<file path="src/rtl/khreq_pkg.sv">
// Shared constants, payload types and command codes for the key hold/release event queue.
package khreq_pkg;

  localparam int NUM_KEYS    = 256;
  localparam int QUEUE_DEPTH = 64;
  localparam int KEY_W       = 8;
  localparam int KEY_IDX_W   = $clog2(NUM_KEYS);
  localparam int QPTR_W      = $clog2(QUEUE_DEPTH);
  localparam int TIME_W      = 32;
  localparam int RT_W        = 11;

  localparam logic [RT_W-1:0] RT_RESET = 11'd180;
  localparam logic [RT_W-1:0] RT_MIN   = 11'd30;
  localparam logic [RT_W-1:0] RT_MAX   = 11'd2000;

  // command queue between front and back
  localparam int CQ_DEPTH = 4;
  localparam int CQ_PTR_W = $clog2(CQ_DEPTH);

  // request kind codes on the port
  localparam logic [1:0] KIND_HIT   = 2'd0;
  localparam logic [1:0] KIND_TICK  = 2'd1;
  localparam logic [1:0] KIND_FETCH = 2'd2;

  typedef enum logic [1:0] {
    OP_HIT   = 2'd0,
    OP_TICK  = 2'd1,
    OP_FETCH = 2'd2
  } op_t;

  typedef struct packed {
    logic [1:0]       kind;
    logic [KEY_W-1:0] key_in;
  } cmd_t;

  typedef struct packed {
    logic             have_event;
    logic             key_pressed;
    logic [KEY_W-1:0] key_out;
  } evt_t;

  typedef struct packed {
    op_t                  op;
    logic [KEY_IDX_W-1:0] key;
  } op_item_t;

  typedef struct packed {
    logic             pressed;
    logic [KEY_W-1:0] key;
  } evq_entry_t;

endpackage

</file>
<file path="src/rtl/khreq_front.sv">
// Front end: accepts requests, drops ones with no effect, registers a decoded op.
module khreq_front import khreq_pkg::*; (
  input  logic     clk,
  input  logic     rst,
  input  logic     cmd_valid,
  output logic     cmd_ready,
  input  cmd_t     cmd,
  output logic     op_valid,
  input  logic     op_ready,
  output op_item_t op
);

  op_item_t op_next;
  logic     keep;

  assign cmd_ready = !op_valid || op_ready;

  always_comb begin
    keep        = 1'b0;
    op_next.op  = OP_TICK;
    op_next.key = cmd.key_in[KEY_IDX_W-1:0];
    case (cmd.kind)
      KIND_HIT: begin
        keep       = int'(cmd.key_in) < NUM_KEYS;
        op_next.op = OP_HIT;
      end
      KIND_TICK: begin
        keep       = 1'b1;
        op_next.op = OP_TICK;
      end
      KIND_FETCH: begin
        keep       = 1'b1;
        op_next.op = OP_FETCH;
      end
      default: keep = 1'b0;
    endcase
  end

  always_ff @(posedge clk) begin
    if (rst) begin
      op_valid <= 1'b0;
    end else if (cmd_ready) begin
      op_valid <= cmd_valid && keep;
    end
    if (cmd_ready && cmd_valid && keep) begin
      op <= op_next;
    end
  end

endmodule

</file>
<file path="config.mk">
export PLATFORM = sky130hd
export DESIGN_NAME = khreq_front
export DESIGN_NICKNAME = d
export VERILOG_FILES = /design/src/rtl/khreq_pkg.sv /design/src/rtl/khreq_front.sv
export SDC_FILE = /design/constraint.sdc
export NUM_CORES = 1
export LEC_CHECK = 0
export BUFFER_PORTS_ARGS = -buffer_cell sky130_fd_sc_hd__clkbuf_2
export CORE_AREA = 2 2 39 41
export DETAILED_ROUTE_END_ITERATION = 8
export DIE_AREA = 0 0 41 43
export PLACE_DENSITY_LB_ADDON = 0.08
export SLEW_MARGIN = 20
export SYNTH_ARGS = -nofsm -noshare
export SYNTH_HDL_FRONTEND = slang
export SYNTH_SLANG_ARGS = --single-unit
</file>
<file path="constraint.sdc">
create_clock -name clk -period 1.65 [get_ports clk]
set_input_delay 0.33 -clock clk [delete_from_list [all_inputs] [get_ports clk]]
set_output_delay 0.33 -clock clk [all_outputs]
set_load 0.02 [all_outputs]
</file>
== Word-level counts from Yosys, hierarchy flattened ==
Index checks and enable logic that the tools add are counted.
Storage, ports and cells
  output and inout port bits: 12
  input bits: 14
  bits in registers: 11
  word-level logic and storage cells: 14
Cells by class
  eq/ne operators: 2
  reductions and logical operators: 7
  multiplexer cells: 2
Operators with widths (number)
  case mux 2 bit (2 select lines): 1
  logical AND 1 bit: 3
  OR reduction 3 bit: 1
  == test 2 x 1 -> 1 bit, second input constant: 1
  == test 2 bit, second input constant: 1
  logical NOT 2 bit: 1
  logical NOT 1 bit: 1
  logical OR 1 bit: 1
  two-way mux 1 bit: 1

== Longest topological paths before layout ==
  word-level depth: 4
  mapped depth: 2
  mapped depth without buffers: 2

== Least setup slack after synthesis ==
Ideal clock, no wire load.
  kind: flip-flop to flip-flop
  start point: register op_valid
  end point: register op[0] (netlist bit), enable pin
  arrival time: 1.169 ns
  required time: 1.273 ns
  library setup time: 0.377 ns
  buffers on the path: 0
  cell stages (with the launch flop): 3
  setup slack: 0.103 ns
  period minus slack after synthesis: 1.547 ns
  path through: dfxtp_1 nand2b_1 nor2b_1
Between the ends
  longest elaborated chain between the ends: 4
Ends and longest elaborated chain
  start: declaration: line khreq_front.sv:8  | output logic op_valid,
  start signal: assignment: line khreq_front.sv:43  | op_valid <= cmd_valid && keep;
  logical NOT 1 bit: line khreq_front.sv:16  | assign cmd_ready = !op_valid || op_ready;
  logical OR 1 bit: line khreq_front.sv:16
  named net cmd_ready: line khreq_front.sv:6  | output logic cmd_ready,
  logical AND 1 bit (2 in a row): line khreq_front.sv:45  | if (cmd_ready && cmd_valid && keep) begin
  end signal: assignment: line khreq_front.sv:46  | op <= op_next;
  end: declaration: line khreq_front.sv:10  | output op_item_t op
The timed path passes the listed nets, and every way through them passes these cells.
A chain may end at the register's enable or synchronous reset.

== Worst setup path in the final report ==
  start point: register op_valid
  end point: output cmd_ready
Between the ends
  longest elaborated chain between the ends: 2
Ends and longest elaborated chain (line)
  logical NOT 1 bit: khreq_front.sv:16
  logical OR 1 bit: khreq_front.sv:16
  end: declaration: khreq_front.sv:6
Every way passes these cells.

==> impl_table.tex <==
\begin{tabular}{lr}
\hline
Metric & Value \\
\hline
\multicolumn{2}{l}{\textbf{Run status}} \\
Outcome & completed \\
\multicolumn{2}{l}{\textbf{Pwr}} \\
P\_leak & 0.2397 nW \\
Maximum vdd drop & 0.0003687 V \\
Power per Cell Area & around 1100 nW/um\^{}2 \\
\multicolumn{2}{l}{\textbf{Placed design}} \\
Post-place setup slack & approximately 0.39 ns \\
Weighted congestion at the end of routability-driven global placement & around 0.53 \\
Number of buffers added on ports & 25 \\
\multicolumn{2}{l}{\textbf{Clock network}} \\
Maximum buffer depth of the clock tree & 2 \\
CTS Hold Buffers Added & 0 \\
TritonCTS clock tree & built \\
\# Post-CTS Setup Buffers & 0 \\
CTS buffer count & 3 \\
CTS root buffer & sky130\_fd\_sc\_hd\_\_clkbuf\_4 \\
Maximum level of the CTS H-tree & 1 \\
Skew-Pair Late Insertion Delay & roughly 0.26 ns \\
Number of clock sinks seen by CTS & 11 \\
CTS clock-pin slew for the worst setup and hold paths & roughly 0.060 ns \\
Count of cells resized by post-cts repair & 0 \\
\multicolumn{2}{l}{\textbf{Detailed routing}} \\
Drt initial violations & 7 \\
Post-route met1 wirelength & 223 um \\
Antenna-violating nets left & 0 \\
Highest routing layer actually used & met3 \\
Vias/cell & approximately 4 \\
Post-detailed-routing wire length & approximately 660 um \\
Number of detailed-routing iterations run before antenna repair & 3 \\
Final routed wire length divided by cell count & between 10 and 15 um \\
Detail Route met2 WL & 372 um \\
DR WL met3 & approximately 67 um \\
Total number of vias & roughly 250 \\
DR DRC count & 0 \\
\multicolumn{2}{l}{\textbf{Synth}} \\
Flip-flop and latch count after synthesis & 11 \\
Sequential cell area fraction in the yosys report & approximately nine tenths \\
Total nets after synthesis & 31 \\
Most instantiated library cell after synthesis & sky130\_fd\_sc\_hd\_\_edfxtp\_1 \\
Total of warnings raised by yosys & 0 \\
Dominant cell type by area after synthesis & sky130\_fd\_sc\_hd\_\_edfxtp\_1 \\
Most instantiated flip-flop cell in the synthesis netlist & sky130\_fd\_sc\_hd\_\_edfxtp\_1 \\
Netlist Area Pre-Place & about 360 um\^{}2 \\
Yosys top cell area share & 83.04\% \\
Unique cell type count in the Yosys netlist & 7 \\
Number of synthesized flops with an enable pin & 10 \\
Syn\_area\_per\_cell & 21.27 um\^{}2 \\
Async set-reset flop share out of synthesis & 0\% \\
Number of instances in the synthesized netlist & 17 \\
Synth top cells by count & sky130\_fd\_sc\_hd\_\_edfxtp\_1, sky130\_fd\_sc\_hd\_\_nor2b\_1 \\
Cell types occupying the most area after synthesis & sky130\_fd\_sc\_hd\_\_edfxtp\_1, sky130\_fd\_sc\_hd\_\_dfxtp\_1, sky130\_fd\_sc\_hd\_\_nor2b\_1 \\
\multicolumn{2}{l}{\textbf{Global route}} \\
Vias in the first global route & roughly 260 \\
Pin count of the biggest net entering global routing & 11 \\
Total global routing overflow & 0 \\
Global-route total usage across every layer & under 10\% \\
First-pass GRT wire length & $\sim$1000 um \\
Initial antenna violation count & 0 \\
\multicolumn{2}{l}{\textbf{Setup path}} \\
Critical path fanouts, max & 3 \\
Class of the most critical setup path & reg -> out \\
Crit path capture type & primary output \\
Worst stage delay on the critical path & 0.32 ns \\
Master of the slowest instance on the critical path & sky130\_fd\_sc\_hd\_\_dfxtp\_1 \\
Buffer and inverter count on the worst path & 1 \\
Sequence of cells on the critical path & nand2b\_1 -> clkbuf\_2 \\
Arrival @ worst endpoint & approximately 0.88 ns \\
Cell family with most CP delay & flip-flops \\
Required @ worst endpoint & 1.32 ns \\
Worst setup SP type & register \\
\multicolumn{2}{l}{\textbf{Timing}} \\
Slew Limit Headroom & 91.44\% \\
Worst path setup slack after routing & around 0.44 ns \\
Final Slew Violations & 0 \\
Period utilization & approximately three quarters \\
Fmax & between 0.8 and 0.9 GHz \\
Hold Violations, Final & 0 \\
Unrepaired setup endpoints after global routing & false \\
Setup Viol. Count Final & 0 \\
Final critical path time including I/O delays and setup & 1.211 ns \\
Slew of the pin with the lowest slew margin & around 0.13 ns \\
Worst-case clock skew & 0.003362 ns \\
Total negative slack & 0 ns \\
\multicolumn{2}{l}{\textbf{Min path}} \\
Hold crit path type & in -> reg \\
\multicolumn{2}{l}{\textbf{Layout}} \\
Fraction of final layout cells with drive strength greater than 1 & 67.39\% \\
Layout Nets & between 60 and 70 \\
Layout-stage area growth over the synthesis result & 48.44\% \\
Total of fill cells in the finished design & between 100 and 150 \\
Antenna cell count & 0 \\
\multicolumn{2}{l}{\textbf{Floorplanning}} \\
Starting density of the core & 26.13\% \\
Number of rows created at floorplan & 14 \\
Die width & approximately 40 um \\
Overall die area & between 1500 and 2000 um\^{}2 \\
Core box area & roughly 1400 um\^{}2 \\
I/O pin cnt & 26 \\
Die Span Y & around 43 um \\
\multicolumn{2}{l}{\textbf{Job}} \\
Number of max-cap violations & 0 \\
\hline
\end{tabular}
[area by class of cell]
type                            instances  area (um^2)  share of cell area (%)
Tap cell                               16        20.02                   3.730
Clock buffer                            4        26.28                   4.895
Timing Repair Buffer                   26        132.6                   24.71
Multi-Input combinational cell          5        37.54                   6.993
Sequential cell                        11        320.3                   59.67
[cells by family (layout without fill, tap and decap cells)]
| family | count (synthesis) | in the layout | share of synthesized area (%) |
|---|---|---|---|
| simple gates | 3 | 3 | 5.191 |
| compound gates | 2 | 2 | 5.191 |
| flops | 11 | 11 | 88.58 |
| buf+inv | 1 | 30 | 1.037 |
[final timing paths]
check,start,end,slack (ns),cells past startpoint
worst min register to register,op_valid,op_valid,0.54,2
worst max register to register,op_valid,op[2],0.60,3
worst min-delay path,rst,op_valid,0.22,2
worst max-delay path,op_valid,cmd_ready,0.44,2
[registers in the layout (all words and copies together) (netlist names)]
signal    count
op           10
op_valid      1
[layout by cell type, fill, tap and decap left out]
cell type,n
sky130_fd_sc_hd__a21oi_2,1
sky130_fd_sc_hd__edfxtp_1,10
sky130_fd_sc_hd__clkbuf_2,25
sky130_fd_sc_hd__dfxtp_1,1
sky130_fd_sc_hd__clkbuf_1,1
sky130_fd_sc_hd__nand2b_1,1
sky130_fd_sc_hd__buf_4,1
sky130_fd_sc_hd__clkbuf_4,3
sky130_fd_sc_hd__a21bo_2,1
sky130_fd_sc_hd__nor2b_1,2
[report_power, final]
group          internal [mW]  total [mW]  switching (mW)  leakage (nW)
clock                 0.0933       0.174          0.0808        0.0150
combinational         0.0278      0.0681          0.0403         0.121
sequential             0.323       0.328         0.00443         0.104
total                  0.444       0.570           0.126         0.240
[through the flow]
step / utilization, % / power, mW / cell area (um^2) / cells / hold WS [ns]
after global routing: 38.79 / 0.6047 / 536.8 / 62 / 0.2115
final: 38.79 / 0.5698 / 536.8 / 62 / 0.2247
after detailed placement: 36.89 / 0.4040 / 510.5 / 58 / 0.4990
after floorplan: - / 0.3681 / 361.6 / 17 / 0.3924
after CTS: 38.79 / 0.5811 / 536.8 / 62 / 0.2136
after global placement: 36.89 / 0.4002 / 510.5 / 58 / 0.4927
[per-layer routing]
layer	vias up	track usage, %
li1	120	-
met1	113	7.904
met2	16	15.94
met3	0	6.283
met4	0	6.000
met5	-	0
[worst reg2reg max path: cells and delay by family, from the launching register on]
kind / cells / cell delay (ns)
buffers and inverters: 1 / 0.19
DFF: 1 / 0.32
and+or+nand+nor: 2 / 0.26
No activity file was read; power rests on OpenSTA's default activity.
