--- config.mk ---
export PLATFORM = sky130hd
export DESIGN_NAME = khreq_cmd_fifo
export DESIGN_NICKNAME = d
export VERILOG_FILES = /design/src/rtl/khreq_pkg.sv /design/src/rtl/khreq_cmd_fifo.sv
export SDC_FILE = /design/constraint.sdc
export NUM_CORES = 1
export LEC_CHECK = 0
export BUFFER_PORTS_ARGS = -buffer_cell sky130_fd_sc_hd__buf_2
export CAP_MARGIN = 20
export CORE_AREA = 2 2 77 71
export DETAILED_ROUTE_END_ITERATION = 8
export DIE_AREA = 0 0 79 73
export PLACE_DENSITY = 0.58
export SETUP_SLACK_MARGIN = 0.15
export SYNTH_ARGS = -nofsm -noshare
export SYNTH_HDL_FRONTEND = slang
export SYNTH_SLANG_ARGS = --single-unit
export TNS_END_PERCENT = 20
--- constraint.sdc ---
create_clock -name clk -period 2.35 [get_ports clk]
set_clock_uncertainty 0.05 [all_clocks]
set_input_delay 0.1175 -clock clk [delete_from_list [all_inputs] [get_ports clk]]
set_output_delay 0.1175 -clock clk [all_outputs]
set_load 0.005 [all_outputs]
--- src/rtl/khreq_pkg.sv ---
// Shared constants, payload types and command codes for the key hold/release event queue.
package khreq_pkg;

  localparam int NUM_KEYS    = 256;
  localparam int QUEUE_DEPTH = 64;
  localparam int KEY_W       = 8;
  localparam int KEY_IDX_W   = $clog2(NUM_KEYS);
  localparam int QPTR_W      = $clog2(QUEUE_DEPTH);
  localparam int TIME_W      = 32;
  localparam int RT_W        = 11;

  localparam logic [RT_W-1:0] RT_RESET = 11'd180;
  localparam logic [RT_W-1:0] RT_MIN   = 11'd30;
  localparam logic [RT_W-1:0] RT_MAX   = 11'd2000;

  // command queue between front and back
  localparam int CQ_DEPTH = 4;
  localparam int CQ_PTR_W = $clog2(CQ_DEPTH);

  // request kind codes on the port
  localparam logic [1:0] KIND_HIT   = 2'd0;
  localparam logic [1:0] KIND_TICK  = 2'd1;
  localparam logic [1:0] KIND_FETCH = 2'd2;

  typedef enum logic [1:0] {
    OP_HIT   = 2'd0,
    OP_TICK  = 2'd1,
    OP_FETCH = 2'd2
  } op_t;

  typedef struct packed {
    logic [1:0]       kind;
    logic [KEY_W-1:0] key_in;
  } cmd_t;

  typedef struct packed {
    logic             have_event;
    logic             key_pressed;
    logic [KEY_W-1:0] key_out;
  } evt_t;

  typedef struct packed {
    op_t                  op;
    logic [KEY_IDX_W-1:0] key;
  } op_item_t;

  typedef struct packed {
    logic             pressed;
    logic [KEY_W-1:0] key;
  } evq_entry_t;

endpackage

--- src/rtl/khreq_cmd_fifo.sv ---
// Short op queue that decouples the front end from the back end.
module khreq_cmd_fifo import khreq_pkg::*; (
  input  logic     clk,
  input  logic     rst,
  input  logic     in_valid,
  output logic     in_ready,
  input  op_item_t in_op,
  output logic     out_valid,
  input  logic     out_ready,
  output op_item_t out_op
);

  op_item_t            slots [CQ_DEPTH];
  logic [CQ_PTR_W-1:0] wr_ptr;
  logic [CQ_PTR_W-1:0] rd_ptr;
  logic [CQ_PTR_W:0]   count;
  logic                push;
  logic                pop;

  assign in_ready  = count != (CQ_PTR_W+1)'(CQ_DEPTH);
  assign out_valid = count != '0;
  assign out_op    = slots[rd_ptr];
  assign push      = in_valid && in_ready;
  assign pop       = out_valid && out_ready;

  always_ff @(posedge clk) begin
    if (rst) begin
      wr_ptr <= '0;
      rd_ptr <= '0;
      count  <= '0;
    end else begin
      if (push) wr_ptr <= wr_ptr + 1'b1;
      if (pop) rd_ptr <= rd_ptr + 1'b1;
      case ({push, pop})
        2'b10:   count <= count + 1'b1;
        2'b01:   count <= count - 1'b1;
        default: count <= count;
      endcase
    end
    if (push) begin
      slots[wr_ptr] <= in_op;
    end
  end

endmodule

* Yosys cells after proc, flatten, opt, wreduce, memory -nomap -nowiden
Memory sizes are Yosys's and may differ from the RTL's. A register that Yosys moved wholly into a read port is not among the register bits. Cells that the tools add are included.
Cells by class: add/subtract/negate cells 4, equality and inequality tests 3, muxes and demuxes 5, reduce and logical (&&, ||, !) cells 4
Operators with widths (count):
- $pmux 3 s2 | 1
- $add 2x1->2 const B | 2
- $mux 2 | 2
- $add 3x1->3 const B | 1
- $ne 3x3->1 const B | 1
- $reduce_bool 3->1 | 1
- $sub 3x1->3 const B | 1
- $eq 2x1->1 const B | 1
- $eq 2x2->1 const B | 1
- $logic_and 1x1->1 | 2
- $mux 1 | 2
- $reduce_bool 2->1 | 1
Storage, ports and cells: flip-flop bits (word level) 7, bits in writable memories 40, bits of input ports 14, output and inout port bits 12, word-level logic and storage cells 20, memories kept 1
Memory list:
- slots | words 4, bits a word 10, rd ports 1, clocked after memory_dff 1, wr ports 1, RTL line khreq_cmd_fifo.sv:13 | op_item_t slots [CQ_DEPTH];

* Depth between registers and ports, before layout
Gate-level depths: netlist (run 1).
depth after elaboration 4, depth in mapped cells 9, gate-level depth less buffers 9

* Worst setup path after synthesis (run 1)
Ideal clock, no wire load.
path kind reg2reg, start register count[1], end register count[2], setup time 70 ps, arrival time 1793 ps, required time 2230 ps, setup slack 437 ps, stages on the path, launching flop included 10, buffers on the path 0, period minus slack after synthesis 1913 ps, path through dfxtp_1 > nor2_2 > a21boi_4 > inv_2 > ha_1 > inv_1 > fa_1 > xor2_1 > or3_1 > a21oi_1
Between the ends: word-level cells in the longest chain between the ends 4, elaborated cells on any way between the ends 10, those cells by class add/sub: 2; eq/ne: 3; mux: 1; reduce/logical: 4
RTL lines:
- from (decl) | RTL line khreq_cmd_fifo.sv:16 | logic [CQ_PTR_W:0] count;
- from (signal assigned) | RTL line khreq_cmd_fifo.sv:35 | 2'b10: count <= count + 1'b1;
- from (signal assigned) | RTL line khreq_cmd_fifo.sv:36 | 2'b01: count <= count - 1'b1;
- from (signal assigned) | RTL line khreq_cmd_fifo.sv:37 | default: count <= count;
- $ne 3x3->1 / $reduce_bool 3->1 (equally long branches) | RTL line khreq_cmd_fifo.sv:20, khreq_cmd_fifo.sv:21
- $logic_and 1x1->1 (on tied branches) | RTL line khreq_cmd_fifo.sv:23, khreq_cmd_fifo.sv:24
- $eq 2x1->1 / $eq 2x2->1 (equally long branches) | RTL line khreq_cmd_fifo.sv:34 | case ({push, pop})
- $pmux 3 s2 / $reduce_bool 2->1 (equally long branches)
Parallel ways exist; a longest one is shown, timed or not. A chain may end at the register's enable or synchronous reset.

* Final worst setup path (run 1)
start register count[0], end register count[2]
Between the ends: word-level cells in the longest chain between the ends 4, elaborated cells on any way between the ends 10, those cells by class add/sub: 2; eq/ne: 3; mux: 1; reduce/logical: 4
RTL lines:
- $reduce_bool 3->1 * | RTL line khreq_cmd_fifo.sv:21 | assign out_valid = count != '0;
- $logic_and 1x1->1 * | RTL line khreq_cmd_fifo.sv:24 | assign pop = out_valid && out_ready;
- named net pop | RTL line khreq_cmd_fifo.sv:18 | logic pop;
- $eq 2x1->1 / $eq 2x2->1 (equally long branches) | RTL line khreq_cmd_fifo.sv:34
- $pmux 3 s2 / $reduce_bool 2->1 (equally long branches)
Mark *: on every way through the listed nets, which the timed path passes. The rest lies on a longest branch.

==> results.yml, run 1 <==
yosys:
  synth_compound_area_frac: 0.0272
  yosys-top-cells-area: "edfxtp_1 62%, mux4_2 12%, dfxtp_1 9.3%"
  synth_top_family_by_area: "multiplexers"
  synth_common_cells: "40 x edfxtp_1, 10 x mux4_2, 9 x dfxtp_1"
  yosys.cell_types.count: 25
  yosysMostFrequentCell: "edfxtp_1"
  synthesis.area_um2: 1930
  synthCells: 104
  postSynthAreaPerCell_um2: 18.6
  synth_ff_type: "edfxtp_1"
  synth_area_leader_cell: "edfxtp_1"
  synth-seq-area-share: 0.714
  muxShareOfSynthArea: 0.129
  yosys.area_share.adder: 0.0427
  yosysWarnings: 0
  yosys.area_share.xor_xnor: 0.0181
  synth_fp_nets: 124
  yosysTopAreaCellShare: 0.621
  ys_seq_elements: 49
  synth_edf_count: 40
  ys_async_sr_fraction: 0
  synthSimpleGateAreaFrac: 0.0466
grt:
  grt_pass1_wl_mm: 4.95
  antenna_found_initial: 0
  grt_remaining_overflow: 0
  grt_max_degree: 15
  grt_use_total: 0.118
  grt_pass1_vias: 1001
critical_path:
  path_class: "reg2reg"
  crit_fanout: 6
  worstSetupStartpointType: "register"
  crit_required_ps: 2530
  worstPathArrival_ps: 2250
  cp-end-kind: "register"
power:
  leakage_nw: 0.836
  powerDensity_nw_per_um2: 985
  peakVddDrop_v: 0.000308
sta:
  slew_viol_final: 0
  setup_viol: 0
  period_share: 0.882
  finalCriticalPeriod_ps: 2070
  maxSlewHeadroom: 0.623
  tns_ps: 0
  max_freq_mhz: 483
  rsz0062_at_grt: "false"
  tightest_slew_ps: 565
  hold_viol: 0
placement:
  gp_congestion: 0.768
  dp_cells: 194
  hpwl_mm: 2.12
  io_buffers: 25
clocking:
  cts_tree: "built"
  cts.sinks: 49
  postCtsSetupRepairBufs: 0
  cts_root_buffer: "clkbuf_8"
  numCtsBuffers: 5
  clk_pin_slew_ps: 80
  clock_path_buffers: 2
  insertion_delay_ps: 290
  htreeDepth: 2
route:
  drt_pass1_iterations: 4
  ant_nets: 0
  highest_layer: "met4"
  wl_met3_um: 143
  drc: 0
  vias: 985
  routed_wl_mm: 3.16
  vias_per_cell: 4.65
  drtIter0Drc: 94
  wl_met1_mm: 1.35
  wl_met2_mm: 1.62
  wire_per_inst_um: 14.9
finish:
  final_net_count: 164
  synthToLayoutAreaGrowth_pct: 21.6
  final_cells: 212
  insertedDiodeCount: 0
  drive_gt1_frac: 0.331
  fill_cells: 467
floorplan:
  die_w_um: 79
  rows: 25
  core_area_um2: 5070
  die_area_um2: 5770
  die_h_um: 73
  initial_core_util: 0.382
  ios: 26
status:
  status: "finished clean"
job:
  cap_violations: 0
worst_hold_path:
  hp-class: "in2reg"
-- logic make-up after synthesis --
logic type | after synthesis
compound gates | 6
xor+xnor | 4
fa+ha+maj | 6
buf+inv | 9
flops | 49
mux | 12
simple gates | 18
-- placed cells by master (no fill, tap or decap), drive strengths merged, types with 4 or more instances in the layout --
cell	Yosys	routed
clkbuf	2	7
edfxtp	40	40
inv	6	6
dfxtp	9	9
ha	5	5
dlygate4sd3	0	10
buf	1	26
and2	4	4
mux4	10	10
nor2	9	9
-- worst max-delay path: stages (launching register included) --
cell     delay [ps]
dfxtp_1         490
o31a_2          220
ha_1            200
inv_1            60
fa_1            370
xor2_1          170
or3_1           310
a21oi_1         140
-- flip-flops by register name (all words and copies together) (netlist names), named ones only --
name,flops
slots,40
wr_ptr,2
rd_ptr,2
count,3
-- where the power goes --
group          switching (W)  internal, W  total, W
logic               0.000272     0.000313  0.000585
clock network       0.000254     0.000347  0.000601
registers          0.0000743      0.00106   0.00113
-- per-layer routing --
metal,vias to the layer above,track usage
li1,468,-
met5,-,0
met3,5,0.0297
met4,0,0.0460
met2,20,0.194
met1,492,0.151
-- timing repair --
item / CTS / global route
resized for setup: 0 / 1
setup endpoints to repair: 0 / 1
endpoints found under the hold margin: 40 / 0
hold buffers: 10 / 0
-- final cells by class --
class                      count  area [µm²]  share of cell area
clock buffer                   7        86.3              0.0367
clock inverter                 1        30.0              0.0128
inverter                       6        22.5             0.00957
multi-input combinational     46         515               0.219
sequential                    49        1380               0.587
tap                           67        83.8              0.0356
timing repair buffer          36         233              0.0989
-- through the flow --
stage,setup WS [ps],hold WS [ps],cell area (µm²),utilization,power (W)
floorplan,437,166,1930,-,0.00153
global placement,398,278,2130,0.420,0.00170
detailed placement,286,284,2130,0.420,0.00173
CTS,266,69.5,2350,0.463,0.00234
global route,162,89.3,2350,0.464,0.00245
finish,277,79.2,2350,0.464,0.00232
-- path summary, 6_finish.rpt --
path / start / to / slack [ps] / cells after the start
setup / recovery: count[0] / count[2] / 280 / 7
setup reg to reg: count[0] / count[2] / 280 / 7
hold reg to reg: wr_ptr[1] / wr_ptr[1] / 470 / 2
hold / removal: rst / count[1] / 80 / 2
No activity file was read; power rests on OpenSTA's default activity.
==> run 2, diff against run 1 <==
--- a/config.mk
+++ b/config.mk
@@ -7,10 +7,10 @@
 export LEC_CHECK = 0
 export BUFFER_PORTS_ARGS = -buffer_cell sky130_fd_sc_hd__buf_2
 export CAP_MARGIN = 20
-export CORE_AREA = 2 2 77 71
+export CORE_AREA = 2 2 68 64
 export DETAILED_ROUTE_END_ITERATION = 8
-export DIE_AREA = 0 0 79 73
-export PLACE_DENSITY = 0.58
+export DIE_AREA = 0 0 70 66
+export PLACE_DENSITY = 0.7
 export SETUP_SLACK_MARGIN = 0.15
 export SYNTH_ARGS = -nofsm -noshare
 export SYNTH_HDL_FRONTEND = slang
==> run 2 against run 1 <==
Critical path type unchanged; combinational power fell by 6.2%; sequential cell count unchanged; hold slack got worse by 23 ps.
==> results.yml, run 2 (same netlist as run 1, synthesis figures left out) <==
status:
  status: "finished clean"
route:
  routed_wl_mm: 3.03
  wl_met1_mm: 1.26
  vias: 990
  wl_met2_mm: 1.56
  highest_layer: "met4"
  wl_met3_um: 134
  drc: 0
  wire_per_inst_um: 15.7
  drtIter0Drc: 31
  drt_pass1_iterations: 4
  vias_per_cell: 5.13
  ant_nets: 0
power:
  finalPower_w: 0.00216
  leakage_nw: 0.819
  peakVddDrop_v: 0.000446
  powerDensity_nw_per_um2: 943
sta:
  slew_viol_final: 0
  finalCriticalPeriod_ps: 2050
  rsz0062_at_grt: "false"
  period_share: 0.872
  max_freq_mhz: 488
  maxSlewHeadroom: 0.635
  hold_viol: 0
  holdWs_ps: 56.6
  setup_viol: 0
  tns_ps: 0
  tightest_slew_ps: 548
finish:
  final_util: 0.585
  final_cell_mix: "40 x edfxtp_1, 25 x buf_2, 10 x mux4_2, 10 x dlygate4sd3_1, 9 x dfxtp_1"
  top_register: "slots"
  insertedDiodeCount: 0
  drive_gt1_frac: 0.324
  final_common_cell: "edfxtp_1"
  largest_reg_flops: 40
  multiInputGateArea_um2: 510
  fill_cells: 304
  seqCellArea_um2: 1380
  largest_registers: "slots: 40 flops, count: 3 flops"
  synthToLayoutAreaGrowth_pct: 18.3
  final_net_count: 164
placement:
  io_buffers: 25
  gp_congestion: 0.690
  hpwl_mm: 2.01
floorplan:
  core_area_um2: 3910
  rows: 22
  initial_core_util: 0.495
  ios: 26
  die_area_um2: 4620
  die_w_um: 70
  die_h_um: 66
critical_path:
  crit_buf_inv: 2
  crit_required_ps: 2530
  worstPathArrival_ps: 2230
  path_class: "reg2reg"
  slowest_delay_ps: 370
  slowest_stage: "fa_1"
  cp-end-kind: "register"
  crit_fanout: 7
  worstSetupStartpointType: "register"
  crit_family: "adder cells"
  worstPathCellList: "nor2_2 > a21boi_4 > inv_2 > ha_1 > inv_1 > fa_1 > xor2_1 > or3_1 > a21oi_1"
clocking:
  cts_tree: "built"
  clk_pin_slew_ps: 80
  insertion_delay_ps: 290
  clock_path_buffers: 2
  cts_root_buffer: "clkbuf_8"
  htreeDepth: 2
  ctsResizeCount: 0
  cts.sinks: 49
  numCtsBuffers: 5
grt:
  grt_pass1_wl_mm: 4.97
  antenna_found_initial: 0
  grt_use_total: 0.148
  grt_pass1_vias: 1047
  grt_remaining_overflow: 0
  grt_max_degree: 15
worst_hold_path:
  hp-class: "in2reg"
job:
  cap_violations: 0
## run 2: changes by cell type in the layout (fill, tap and decap cells not counted), sizes merged
| cell | change |
|---|---|
| bufinv | -1 |
| clkinv | +1 |
## run 2: power by group
group	total [W]	switching [W]	internal [W]
Combinational	0.000549	0.000243	0.000307
Sequential	0.00115	0.0000912	0.00106
Clock	0.000461	0.000252	0.000209
## run 2: repair_timing
item,CTS,global route
buffers inserted,0,0
hold buffers,10,0
hold endpoints to repair,40,0
## run 2: final cells by class
| cell class | instances | area share |
|---|---|---|
| sequential | 49 | 0.604 |
| tap | 48 | 0.0262 |
| multi-input combinational | 46 | 0.223 |
| timing repair buffer | 36 | 0.102 |
| clock inverter | 1 | 0.00219 |
| clock buffer | 7 | 0.0334 |
| inverter | 6 | 0.00984 |
## run 2: worst paths after layout
path / start / end / slack (ps) / cells past startpoint
worst max-delay path: count[1] / count[2] / 300 / 9
worst min register to register: wr_ptr[1] / wr_ptr[1] / 470 / 2
worst max register to register: count[1] / count[2] / 300 / 9
worst min-delay path: rst / count[2] / 60 / 2
## run 2: through the flow
step | instance area [µm²] | setup WS, ps | cells
4_1_cts | 2290 | 298 | 193
3_5_place_dp | 2110 | 301 | 175
6_report | 2290 | 301 | 193
3_3_place_gp | 2110 | 400 | 175
2_1_floorplan | 1930 | 437 | 104
5_1_grt | 2290 | 162 | 193
## run 2: layer usage
metal	global-route usage	up-vias
met5	0	-
met1	0.156	489
li1	-	470
met4	0.0673	0
met2	0.267	23
met3	0.0534	8
## run 2: worst register-to-register path: stages (launching register included)
cell and delay [ps]:
dfxtp_1 360, nor2_2 200, a21boi_4 110, inv_2 70, ha_1 170, inv_1 60
fa_1 370, xor2_1 160, or3_1 300, a21oi_1 130
